**src/rtl/core/tcw_pkg.sv**
```systemverilog
package tcw_pkg;

    localparam int CMD_W    = 2;
    localparam int CHAR_W   = 8;
    localparam int COLOR_W  = 4;
    localparam int COORD_W  = 8;
    localparam int DATA_W   = 16;
    localparam int CURSOR_W = 11;

    localparam logic [CMD_W-1:0] CMD_PUT   = 2'd0;
    localparam logic [CMD_W-1:0] CMD_CLEAR = 2'd1;
    localparam logic [CMD_W-1:0] CMD_READ  = 2'd2;

    localparam logic [CHAR_W-1:0] NEWLINE_CODE = 8'h0A;
    localparam logic [DATA_W-1:0] BLANK_CELL   = 16'h0020;
    localparam logic [DATA_W-1:0] ERR_DATA     = 16'hFFFF;

    typedef enum logic [2:0] {
        ST_IDLE,
        ST_DECODE,
        ST_SWEEP,
        ST_WRITE,
        ST_DONE
    } state_t;

    typedef struct packed {
        logic accept;
        logic put_pos;
        logic write_now;
        logic write_late;
        logic sweep_start;
        logic sweep_copy;
        logic sweep_step;
        logic clear_pos;
        logic read_issue;
        logic out_load;
    } ctrl_cmd_t;

    typedef struct packed {
        logic is_put;
        logic is_clear;
        logic is_read;
        logic is_newline;
        logic need_scroll;
        logic sweep_done;
        logic out_free;
    } dp_status_t;

endpackage

```
**src/rtl/core/tcw_ctrl.sv**
```systemverilog
module tcw_ctrl (
    input  logic                  clk,
    input  logic                  rst_n,
    input  logic                  item_valid,
    output logic                  item_ready,
    input  tcw_pkg::dp_status_t   sts,
    output tcw_pkg::ctrl_cmd_t    cmd
);

    tcw_pkg::state_t state_reg;
    tcw_pkg::state_t state_next;

    always_ff @(posedge clk or negedge rst_n)
    begin
        if (!rst_n)
        begin
            state_reg <= tcw_pkg::ST_IDLE;
        end
        else
        begin
            state_reg <= state_next;
        end
    end

    always_comb
    begin
        cmd        = '0;
        item_ready = 1'b0;
        state_next = state_reg;
        unique case (state_reg)
            tcw_pkg::ST_IDLE:
            begin
                item_ready = 1'b1;
                if (item_valid)
                begin
                    cmd.accept = 1'b1;
                    state_next = tcw_pkg::ST_DECODE;
                end
            end
            tcw_pkg::ST_DECODE:
            begin
                priority if (sts.is_clear)
                begin
                    cmd.clear_pos   = 1'b1;
                    cmd.sweep_start = 1'b1;
                    state_next      = tcw_pkg::ST_SWEEP;
                end
                else if (sts.is_read)
                begin
                    cmd.read_issue = 1'b1;
                    state_next     = tcw_pkg::ST_DONE;
                end
                else if (sts.is_put && sts.need_scroll)
                begin
                    cmd.put_pos     = 1'b1;
                    cmd.sweep_start = 1'b1;
                    cmd.sweep_copy  = 1'b1;
                    state_next      = tcw_pkg::ST_SWEEP;
                end
                else
                begin
                    // plain put, newline or unused command
                    cmd.put_pos   = sts.is_put;
                    cmd.write_now = sts.is_put && !sts.is_newline;
                    if (sts.out_free)
                    begin
                        cmd.out_load = 1'b1;
                        state_next   = tcw_pkg::ST_IDLE;
                    end
                    else
                    begin
                        state_next = tcw_pkg::ST_DONE;
                    end
                end
            end
            tcw_pkg::ST_SWEEP:
            begin
                cmd.sweep_step = 1'b1;
                if (sts.sweep_done)
                begin
                    if (sts.is_put && !sts.is_newline)
                    begin
                        state_next = tcw_pkg::ST_WRITE;
                    end
                    else
                    begin
                        state_next = tcw_pkg::ST_DONE;
                    end
                end
            end
            tcw_pkg::ST_WRITE:
            begin
                cmd.write_late = 1'b1;
                state_next     = tcw_pkg::ST_DONE;
            end
            tcw_pkg::ST_DONE:
            begin
                if (sts.out_free)
                begin
                    cmd.out_load = 1'b1;
                    state_next   = tcw_pkg::ST_IDLE;
                end
            end
            default:
            begin
                state_next = tcw_pkg::ST_IDLE;
            end
        endcase
    end

endmodule

```
**config.mk**
```make
export PLATFORM = sky130hd
export DESIGN_NAME = tcw_ctrl
export DESIGN_NICKNAME = d
export VERILOG_FILES = /design/src/rtl/core/tcw_pkg.sv /design/src/rtl/core/tcw_ctrl.sv
export SDC_FILE = /design/constraint.sdc
export NUM_CORES = 1
export LEC_CHECK = 0
export ABC_AREA = 1
export BUFFER_PORTS_ARGS = -buffer_cell sky130_fd_sc_hd__buf_4
export CAP_MARGIN = 25
export CORE_AREA = 2 2 39 41
export DETAILED_ROUTE_END_ITERATION = 12
export DIE_AREA = 0 0 41 43
export GPL_ROUTABILITY_DRIVEN = 0
export GPL_TIMING_DRIVEN = 0
export HOLD_SLACK_MARGIN = 0.05
export PLACE_DENSITY = 0.57
export SLEW_MARGIN = 20
export SYNTH_ARGS = -nofsm -noshare
export SYNTH_HDL_FRONTEND = slang
export SYNTH_SLANG_ARGS = --single-unit
```
**constraint.sdc**
```tcl
create_clock -name clk -period 1.5 [get_ports clk]
set_input_delay 0.075 -clock clk [delete_from_list [all_inputs] [get_ports clk]]
set_output_delay 0.075 -clock clk [all_outputs]
set_load 0.01 [all_outputs]
```
# Word level (Yosys, flattened, before mapping)
# Index checks and enable logic that the tools add are counted.
classes:
  n_eq_ne: 7
  mux: 32
  n_reduce_logical: 5
ops:
  columns: ["cell", "n"]
  rows:
  - ["$mux W3", 8]
  - ["$mux W2", 8]
  - ["$pmux W3 S5", 1]
  - ["$mux W1", 14]
  - ["$eq A3 B2 Y1 const B", 2]
  - ["$ne A2 B2 Y1 const B", 3]
  - ["$eq A3 B1 Y1 const B", 1]
  - ["$eq A3 B3 Y1 const B", 1]
  - ["$logic_not A3 Y1", 1]
  - ["$reduce_and A3 Y1", 1]
  - ["$logic_and A1 B1 Y1", 2]
  - ["$pmux W1 S2", 1]
  - ["$logic_not A1 Y1", 1]
word_totals:
  reg_bits: 3
  input_bits: 10

# Longest topological paths before layout
# Gate-level depths: netlist (run 1).
logic_depth:
  word_depth: 6
  depth_mapped: 7
  depth_no_buf: 7

# Worst setup path after synthesis (run 1)
# Ideal clock, no wire load.
synth_path:
  kind: "flip-flop to output port"
  startpoint: "register state_reg[2]"
  endpoint: "output cmd[8] (netlist bit)"
  arrival_time_ns: 1.027
  path_slack_ns: 0.398
  path_stages_with_launch: 6
  n_path_buf: 0
  cell_sequence: "dfrtp_1 > inv_1 > nand2_2 > nor2_4 > nand2_1 > nor3_1"
synth_lines:
  columns: ["item", "line_no", "rtl"]
  rows:
  - ["start, declared", "tcw_ctrl.sv:10", "tcw_pkg::state_t state_reg;"]
  - ["start signal, assigned", "tcw_ctrl.sv:17", "state_reg <= tcw_pkg::ST_IDLE;"]
  - ["start signal, assigned", "tcw_ctrl.sv:21", "state_reg <= state_next;"]
  - ["end, declared", "tcw_ctrl.sv:7", "output tcw_pkg::ctrl_cmd_t cmd"]

==> results.tsv, run 1 <==
metric	value	unit
final setup fails	0	
Post-Place Cells	93	
worst r2r path cells	5	
number of DRC markers in iteration 0	21	
via count	416	
routed length per instance	8.14	um
Clock Root Buffer	clkbuf_4	
critical hold path startpoint	sts[1]	
critical-path maximum fanout	5	
leakage component of the power	0.337	nW
r2r endpoint	state_reg[0]	
Worst setup startpoint	state_reg[2]	
post-synth design cell area	325	sq um
crit path cell chain	inv_2 > nand2_4 > nor2_4 > nand4_1 > nor2_1 > buf_4	
power dissipated by switching net loads	335	uW
layout cells sized above 1	0.424	
pin count of the biggest net entering global routing	6	
per-instance average area after synthesis	5.71	sq um
number of buffers created by CTS	3	
area added between synthesis and finish	73.5	%
critical-path cell with the highest stage delay	dfrtp_2	
DRC	0	
Critical R2R Launch	state_reg[0]	
post-layout minimum cycle time	1.42	ns
max_cap viols	0	
starting utilization of the core area	0.235	
most frequently used flop master after synthesis	dfrtp_1	
number of warning messages in the yosys log	0	
sequential share of the synthesized area	0.231	
Std-Cell Core Area	1380	sq um
number of distinct standard cells referenced by the synthesized netlist	14	
wire length of the first global-routing pass	1.36	mm
CTS tree	built	
total length of routed wires	822	um
number of flip-flops under the largest register name	3	
most used standard cell by instance count after synthesis	nand2_1	
Top-Level Pins	21	
Power Density	1370	nW/um^2
number of nets in the layout	96	
aggregate global-route resource usage	0.114	
final global-route overflow total	0	
critical path required time	1.42	ns
input/output buffers	20	
Die Footprint	1760	sq um
VDD IR-drop max	0.355	mV
Max-Slew Margin vs Limit	0.846	
internal power component	437	uW
Antenna Cells	0	
number of enable-type register cells in the synthesized netlist	0	
Detailed Place HPWL	632	um
status	finished, final reports clean	
number of antenna violations at the first check in global routing	0	
Net Count, Synth	67	
sum of negative setup slack	0	ns
async set or reset register ratio after synthesis	1.00	
Row Count	14	
combinational group share of total power	0.626	
transition time at the pin with the least slew margin	0.230	ns
power share of the clock group	0.183	
sort of element at the end of the critical path	primary output	
largest cells by area after synthesis	dfrtp_1 23%, nand2_1 20%, inv_1 15%	
Critical Path AT	1.35	ns
die extent in x	41	um
crit share post-route	0.949	
Longest Clk Path Bufs	2	
die height	43	um
category of the worst setup path launch point	register	
slowest cell delay on critical path	0.40	ns
Max Fclk	702	MHz
worst skew pair latency	0.23	ns
Seq pwr share	0.191	
final hold violations	0	
Hold Path Class	in -> reg	
switching part of the total	0.434	
Hold Worst Slack	0.104	ns
clock-pin slew on the worst setup and hold paths	0.04	ns
vias in the first global route	349	
Register-to-Register Setup Slack	0.32	ns
number of cells on the worst hold path	4	
area share of the largest cell type after synthesis	0.231	
first-pass iteration count of the detailed router	4	
sinks on the clock net	3	
number of flip-flops and latches in the synthesized netlist	3	
vias per inst	4.12	
Fin Clk Skew	0.00388	ns
end of the worst hold path	state_reg[1]	
Post-Synthesis Cells	57	
Layout Cells excl Fill	101	
Post-DRT Antenna Nets	0	
final slew viol count	0	
Commonest cells post-synth	17 x nand2_1, 13 x inv_1, 6 x nor2_1	
library cell with the largest summed area after synthesis	dfrtp_1	
depth of the CTS H-tree	1	
RSZ-0062 raised after global routing	yes	
path type of the worst setup path	reg -> out	
==> repair_timing <==
item | in CTS | in global routing
hold buffers | 1 | 0
gates resized for setup | 0 | 4
setup endpoints to repair | 0 | 4
hold endpoints to repair | 3 | 0
setup buffers | 0 | 3
==> routing by layer <==
layer | vias to the layer above | wire [um] | track usage
li1 | 225 | - | -
met1 | 173 | 343 | 0.136
met2 | 16 | 406 | 0.166
met3 | 2 | 58 | 0.0314
met4 | 0 | 13 | 0.0800
met5 | - | 0 | 0
==> power groups by stage <==
| stage | registers (mW) | clock network [mW] | logic (mW) |
|---|---|---|---|
| final | 0.147 | 0.141 | 0.483 |
| after global placement | 0.148 | 0 | 0.419 |
| after CTS | 0.147 | 0.146 | 0.422 |
| after global routing | 0.153 | 0.149 | 0.548 |
| after floorplan | 0.140 | 0 | 0.269 |
| after detailed placement | 0.147 | 0 | 0.417 |
==> layout make-up <==
class,instances,area [sq um]
Timing Repair Buffer,24,183
Tap cell,16,20.0
Sequential cell,3,76.3
Clock buffer,4,26.3
Fill cell,158,820
Multi-Input combinational cell,40,206
Inverter,14,52.6
==> cell usage in the layout, fill, tap and decap left out, types with 2 or more instances in the layout <==
cell,instances
clkbuf_4,3
nand2_1,17
inv_1,12
nand3_1,4
nand4_1,2
nor2_4,3
inv_2,2
dfrtp_1,2
nor3_1,2
buf_4,23
nor2_1,6
==> kinds of logic after synthesis <==
group,share of synthesized area
buf+inv,0.162
flops,0.231
simple gates,0.577
compound gates,0.0307
==> worst max-delay path, delay by kind of cell, from the launching register on <==
| kind | cells | cell delay, ns |
|---|---|---|
| and+or+nand+nor | 4 | 0.51 |
| DFF | 1 | 0.40 |
| buffers and inverters | 2 | 0.21 |
==> metrics by stage <==
step / worst slack (ns) / power [mW] / util / instance area, sq um
after CTS: 0.0113 / 0.715 / 0.384 / 532
after global placement: 0.275 / 0.567 / 0.358 / 495
final: 0.0762 / 0.772 / 0.408 / 564
after detailed placement: 0.271 / 0.564 / 0.358 / 495
after floorplan: 0.398 / 0.410 / - / 325
after global routing: -0.0158 / 0.850 / 0.408 / 564
==> how the worst max path moves through the flow <==
stage	cells past startpoint	to	slack, ns
after floorplan	5	cmd[8]	0.40
after global placement	6	cmd[0]	0.28
after detailed placement	6	cmd[0]	0.27
after CTS	6	cmd[0]	0.01
after global routing	6	cmd[7]	-0.02
final	6	cmd[7]	0.08
No activity file was read; power rests on OpenSTA's default activity.
==> run 2: changes to the inputs <==
--- a/config.mk
+++ b/config.mk
@@ -14,7 +14,7 @@
 export GPL_ROUTABILITY_DRIVEN = 0
 export GPL_TIMING_DRIVEN = 0
 export HOLD_SLACK_MARGIN = 0.05
-export PLACE_DENSITY = 0.57
+export PLACE_DENSITY = 0.5
 export SLEW_MARGIN = 20
 export SYNTH_ARGS = -nofsm -noshare
 export SYNTH_HDL_FRONTEND = slang
==> run 2 against run 1 <==
Against the previous run:
- clock power about the same
- cell count is the same
- sequential share of layout area is 0.12 points lower
- utilization is 0.36 points higher
- worst hold slack got worse by 0.010 ns
- sequential power is essentially flat
- combinational power up 3%
- critical path depth did not move
- critical path type unchanged
- largest power group unchanged
- highest routed layer unchanged
==> results.tsv, run 2 (same netlist as run 1, synthesis figures left out) <==
metric	value	unit
Critical R2R Launch	state_reg[0]	
number of buffers created by CTS	3	
Power Density	1380	nW/um^2
Post-DP Area	495	sq um
worst skew pair latency	0.23	ns
DRC	0	
layout cells sized above 1	0.435	
Top-Level Pins	21	
most frequent standard cell in the layout excluding fill and tap cells	buf_4	
total length of routed wires	860	um
die extent in x	41	um
Clock Root Buffer	clkbuf_4	
area added between synthesis and finish	75.0	%
input/output buffers	20	
Hold Worst Slack	0.0938	ns
filler cell count	154	
starting utilization of the core area	0.235	
Critical Path AT	1.36	ns
first-pass iteration count of the detailed router	4	
crit share post-route	0.957	
commonest cells after routing, fill and taps aside	23 x buf_4, 17 x nand2_1, 12 x inv_1, 6 x nor2_1, 4 x nand3_1	
max_cap viols	0	
number of DRC markers in iteration 0	5	
capturing element of the worst setup path	cmd[0]	
Worst setup startpoint	state_reg[2]	
wire length of the first global-routing pass	1.30	mm
number of antenna violations at the first check in global routing	0	
number of flip-flops under the largest register name	3	
final setup fails	0	
Design Area, Final	569	sq um
VDD IR-drop max	0.400	mV
clock-pin slew on the worst setup and hold paths	0.04	ns
aggregate global-route resource usage	0.107	
Post-DRT Antenna Nets	0	
depth of the CTS H-tree	1	
CTS tree	built	
r2r endpoint	state_reg[0]	
routed length per instance	8.51	um
Post-Place Cells	93	
sort of element at the end of the critical path	primary output	
die height	43	um
vias per inst	4.14	
leakage component of the power	0.339	nW
vias in the first global route	346	
category of the worst setup path launch point	register	
via count	418	
critical path required time	1.42	ns
number of nets in the layout	96	
Longest Clk Path Bufs	2	
sinks on the clock net	3	
critical-path maximum fanout	5	
final slew viol count	0	
final hold violations	0	
path type of the worst setup path	reg -> out	
Detailed Place HPWL	647	um
Row Count	14	
Hold Path Class	in -> reg	
Antenna Cells	0	
Register-to-Register Setup Slack	0.30	ns
post-layout minimum cycle time	1.44	ns
Fin Clk Skew	0.00254	ns
Max Fclk	696	MHz
final standard cell utilization of the core	0.411	
RSZ-0062 raised after global routing	yes	
Layout Cells excl Fill	101	
worst r2r path cells	5	
Overall Power	786	uW
Std-Cell Core Area	1380	sq um
final global-route overflow total	0	
pin count of the biggest net entering global routing	6	
transition time at the pin with the least slew margin	0.224	ns
Die Footprint	1760	sq um
status	finished, final reports clean	
Max-Slew Margin vs Limit	0.850	
## run 2: cell types whose count changed in the layout (fill, tap and decap cells not counted)
cell | previous run | this run
nor3_1 | 2 | 1
nor3_2 | 0 | 1
## run 2: cell type report
cell class,count,area [sq um],area share
Multi-Input combinational cell,40,211,0.371
Clock buffer,4,26.3,0.0462
Tap cell,16,20.0,0.0352
Timing Repair Buffer,24,183,0.321
Inverter,14,52.6,0.0923
Sequential cell,3,76.3,0.134
## run 2: worst max-delay path, stage by stage, from the launching register on
cell and delay (ns):
dfrtp_2 0.40, inv_2 0.09, nand2_4 0.06, nor2_4 0.15, nand4_1 0.15, a21oi_2 0.14, buf_4 0.13
## run 2: through the flow
step / worst slack, ns / setup TNS, ns
2_1_floorplan: 0.398 / 0
3_5_place_dp: 0.267 / 0
4_1_cts: 0.0156 / 0
5_1_grt: -0.0682 / -0.125
3_3_place_gp: 0.261 / 0
6_report: 0.0640 / 0
## run 2: power breakdown
part / internal, mW / switching (mW) / leakage, nW
sequential: 0.111 / 0.0369 / 0.0377
clock: 0.0997 / 0.0418 / 0.0150
combinational: 0.233 / 0.263 / 0.286
## run 2: worst min path at each step
stage	depth (start not counted)	slack, ns	end	startpoint
3_5_place_dp	1	-0.13	state_reg[1]	rst_n
5_1_grt	4	0.12	state_reg[1]	sts[1]
6_report	4	0.09	state_reg[1]	sts[1]
2_1_floorplan	0	-0.22	state_reg[0]	rst_n
4_1_cts	4	0.1	state_reg[1]	sts[1]
3_3_place_gp	1	-0.13	state_reg[1]	rst_n
## run 2: timing repair
item	CTS	global route
endpoints found under the setup margin	0	5
hold endpoints to repair	3	0
gates resized for setup	0	5
setup buffers	0	3
hold buffers	1	0
## run 2: metal layers
metal  global-route usage  routed length (um)  part of all wire  up-vias
li1                     -                   -                 -      225
met1                0.149                 374              0.43      180
met2                0.150                 427              0.50       11
met3               0.0157                  40             0.047        2
met4               0.0600                  17             0.020        0
met5                    0                   0                 0        -
==> run 3: changes to the inputs <==
--- a/config.mk
+++ b/config.mk
@@ -8,13 +8,13 @@
 export ABC_AREA = 1
 export BUFFER_PORTS_ARGS = -buffer_cell sky130_fd_sc_hd__buf_4
 export CAP_MARGIN = 25
-export CORE_AREA = 2 2 39 41
+export CORE_UTILIZATION = 25
 export DETAILED_ROUTE_END_ITERATION = 12
-export DIE_AREA = 0 0 41 43
 export GPL_ROUTABILITY_DRIVEN = 0
 export GPL_TIMING_DRIVEN = 0
 export HOLD_SLACK_MARGIN = 0.05
-export PLACE_DENSITY = 0.5
+export PLACE_DENSITY = 0.51
+export RECOVER_POWER = 100
 export SLEW_MARGIN = 20
 export SYNTH_ARGS = -nofsm -noshare
 export SYNTH_HDL_FRONTEND = slang
==> run 3 against run 2 <==
Against the previous run:
- clock power about the same
- sequential cell count is the same
- sequential power grew 6%
- highest routed layer is now met3
- die area fell by 18%
- non-clock buffer count down 3
- critical endpoint unchanged
- via count fell by 3.6%
- largest power group unchanged
- design area shrank 5.3%
- utilization rose by 5.5 points
- worst hold slack worse by 0.00077 ns
- wire length fell by 6.6%
- sequential share of layout area rose by 0.75 points
- register-to-register slack improved by 0.04 ns
==> results.tsv, run 3 (same netlist as run 1, synthesis figures left out) <==
metric	value	unit
number of cells on the worst hold path	4	
Std-Cell Core Area	1160	sq um
commonest cells after routing, fill and taps aside	19 x buf_4, 17 x nand2_1, 12 x inv_1, 6 x nor2_1, 4 x nand3_1	
vias per inst	4.20	
number of DRC markers in iteration 0	3	
first-pass iteration count of the detailed router	4	
Antenna Cells	0	
Register-to-Register Setup Slack	0.34	ns
area added between synthesis and finish	65.8	%
final standard cell utilization of the core	0.466	
via count	403	
post-placement worst setup slack	0.283	ns
final setup fails	0	
Post-DRT Antenna Nets	0	
Die Footprint	1450	sq um
critical-path cell with the highest stage delay	dfrtp_2	
slowest cell delay on critical path	0.44	ns
filler cell count	138	
Detailed Place HPWL	655	um
Row Count	12	
post-layout minimum cycle time	1.41	ns
max_cap viols	0	
Longest Clk Path Bufs	2	
wire length of the first global-routing pass	1.30	mm
Design Area, Final	539	sq um
critical-path maximum fanout	5	
Critical Path AT	1.33	ns
final slew viol count	0	
number of nets in the layout	93	
number of buffers created by CTS	3	
Max Fclk	710	MHz
crit path setup slack, layout	0.0918	ns
path type of the worst setup path	reg -> out	
clock-pin slew on the worst setup and hold paths	0.04	ns
layout cells sized above 1	0.390	
starting utilization of the core area	0.281	
CTS tree	built	
routed length per instance	8.36	um
Post-Place Cells	91	
category of the worst setup path launch point	register	
final global-route overflow total	0	
most frequent standard cell in the layout excluding fill and tap cells	buf_4	
critical path required time	1.42	ns
worst skew pair latency	0.23	ns
vias in the first global route	334	
Fin Clk Skew	0.000654	ns
sinks on the clock net	3	
Hold Path Class	in -> reg	
RSZ-0062 raised after global routing	yes	
worst r2r path cells	5	
crit path cell chain	inv_4 > nand2_4 > nor2_4 > nand4_1 > a21oi_1 > buf_4	
aggregate global-route resource usage	0.130	
Layout Cells excl Fill	96	
pin count of the biggest net entering global routing	6	
crit share post-route	0.939	
Max-Slew Margin vs Limit	0.854	
die extent in x	38.1	um
VDD IR-drop max	0.577	mV
input/output buffers	20	
transition time at the pin with the least slew margin	0.218	ns
Top-Level Pins	21	
status	finished, final reports clean	
depth of the CTS H-tree	1	
die height	38.1	um
number of flip-flops under the largest register name	3	
DRC	0	
sort of element at the end of the critical path	primary output	
Power Density	1350	nW/um^2
Clock Root Buffer	clkbuf_4	
leakage component of the power	0.322	nW
Post-DP Area	493	sq um
final hold violations	0	
sum of negative setup slack	0	ns
number of antenna violations at the first check in global routing	0	
total length of routed wires	803	um
run 3: changes by cell type in the layout (fill, tap and decap cells not counted), sizes merged:
cell	previous run	this run
buf	23	19
clkbuf	4	5
run 3: metrics by stage:
step,hold slack [ns],power [mW]
2_1_floorplan,-0.221,0.410
3_3_place_gp,-0.135,0.571
3_5_place_dp,-0.134,0.568
4_1_cts,0.0864,0.723
5_1_grt,0.0868,0.813
6_report,0.0930,0.728
run 3: power breakdown:
| part | switching (mW) | total (mW) | internal (mW) |
|---|---|---|---|
| Sequential | 0.0455 | 0.157 | 0.111 |
| Combinational | 0.239 | 0.428 | 0.189 |
| Clock | 0.0432 | 0.143 | 0.0998 |
run 3: area by class of cell:
| type | count | area [sq um] | area share |
|---|---|---|---|
| Timing Repair Buffer | 21 | 156 | 0.290 |
| Multi-Input combinational cell | 40 | 208 | 0.385 |
| Tap cell | 14 | 17.5 | 0.0325 |
| Sequential cell | 3 | 76.3 | 0.142 |
| Clock buffer | 4 | 26.3 | 0.0487 |
| Inverter | 14 | 55.1 | 0.102 |
run 3: worst max-delay path, delay by kind of cell (launching register included):
kind                   cells  cell delay [ns]
AOI/OAI and AO/OA          1             0.14
buffers and inverters      2             0.22
DFF                        1             0.44
and+or+nand+nor            3             0.29
run 3: what timing repair did:
| item | CTS | global route |
|---|---|---|
| endpoints found under the hold margin | 3 | 0 |
| setup buffers | 0 | 0 |
| gates resized for setup | 0 | 5 |
| hold buffers | 1 | 0 |
| setup endpoints to repair | 0 | 4 |
run 3: path summary, 6_finish.rpt:
check                        startpoint      endpoint
max in group asynchronous         rst_n  state_reg[2]
hold reg to reg            state_reg[2]  state_reg[2]
min in group asynchronous         rst_n  state_reg[2]
setup reg to reg           state_reg[0]  state_reg[0]
hold / removal                   sts[1]  state_reg[1]
setup / recovery           state_reg[2]        cmd[0]
run 3: per-layer routing:
| layer | vias to the layer above | part of all wire | track usage |
|---|---|---|---|
| li1 | 219 | - | - |
| met1 | 170 | 0.47 | 0.189 |
| met2 | 14 | 0.45 | 0.178 |
| met3 | 0 | 0.075 | 0.0698 |
| met4 | 0 | 0 | 0 |
| met5 | - | 0 | 0 |
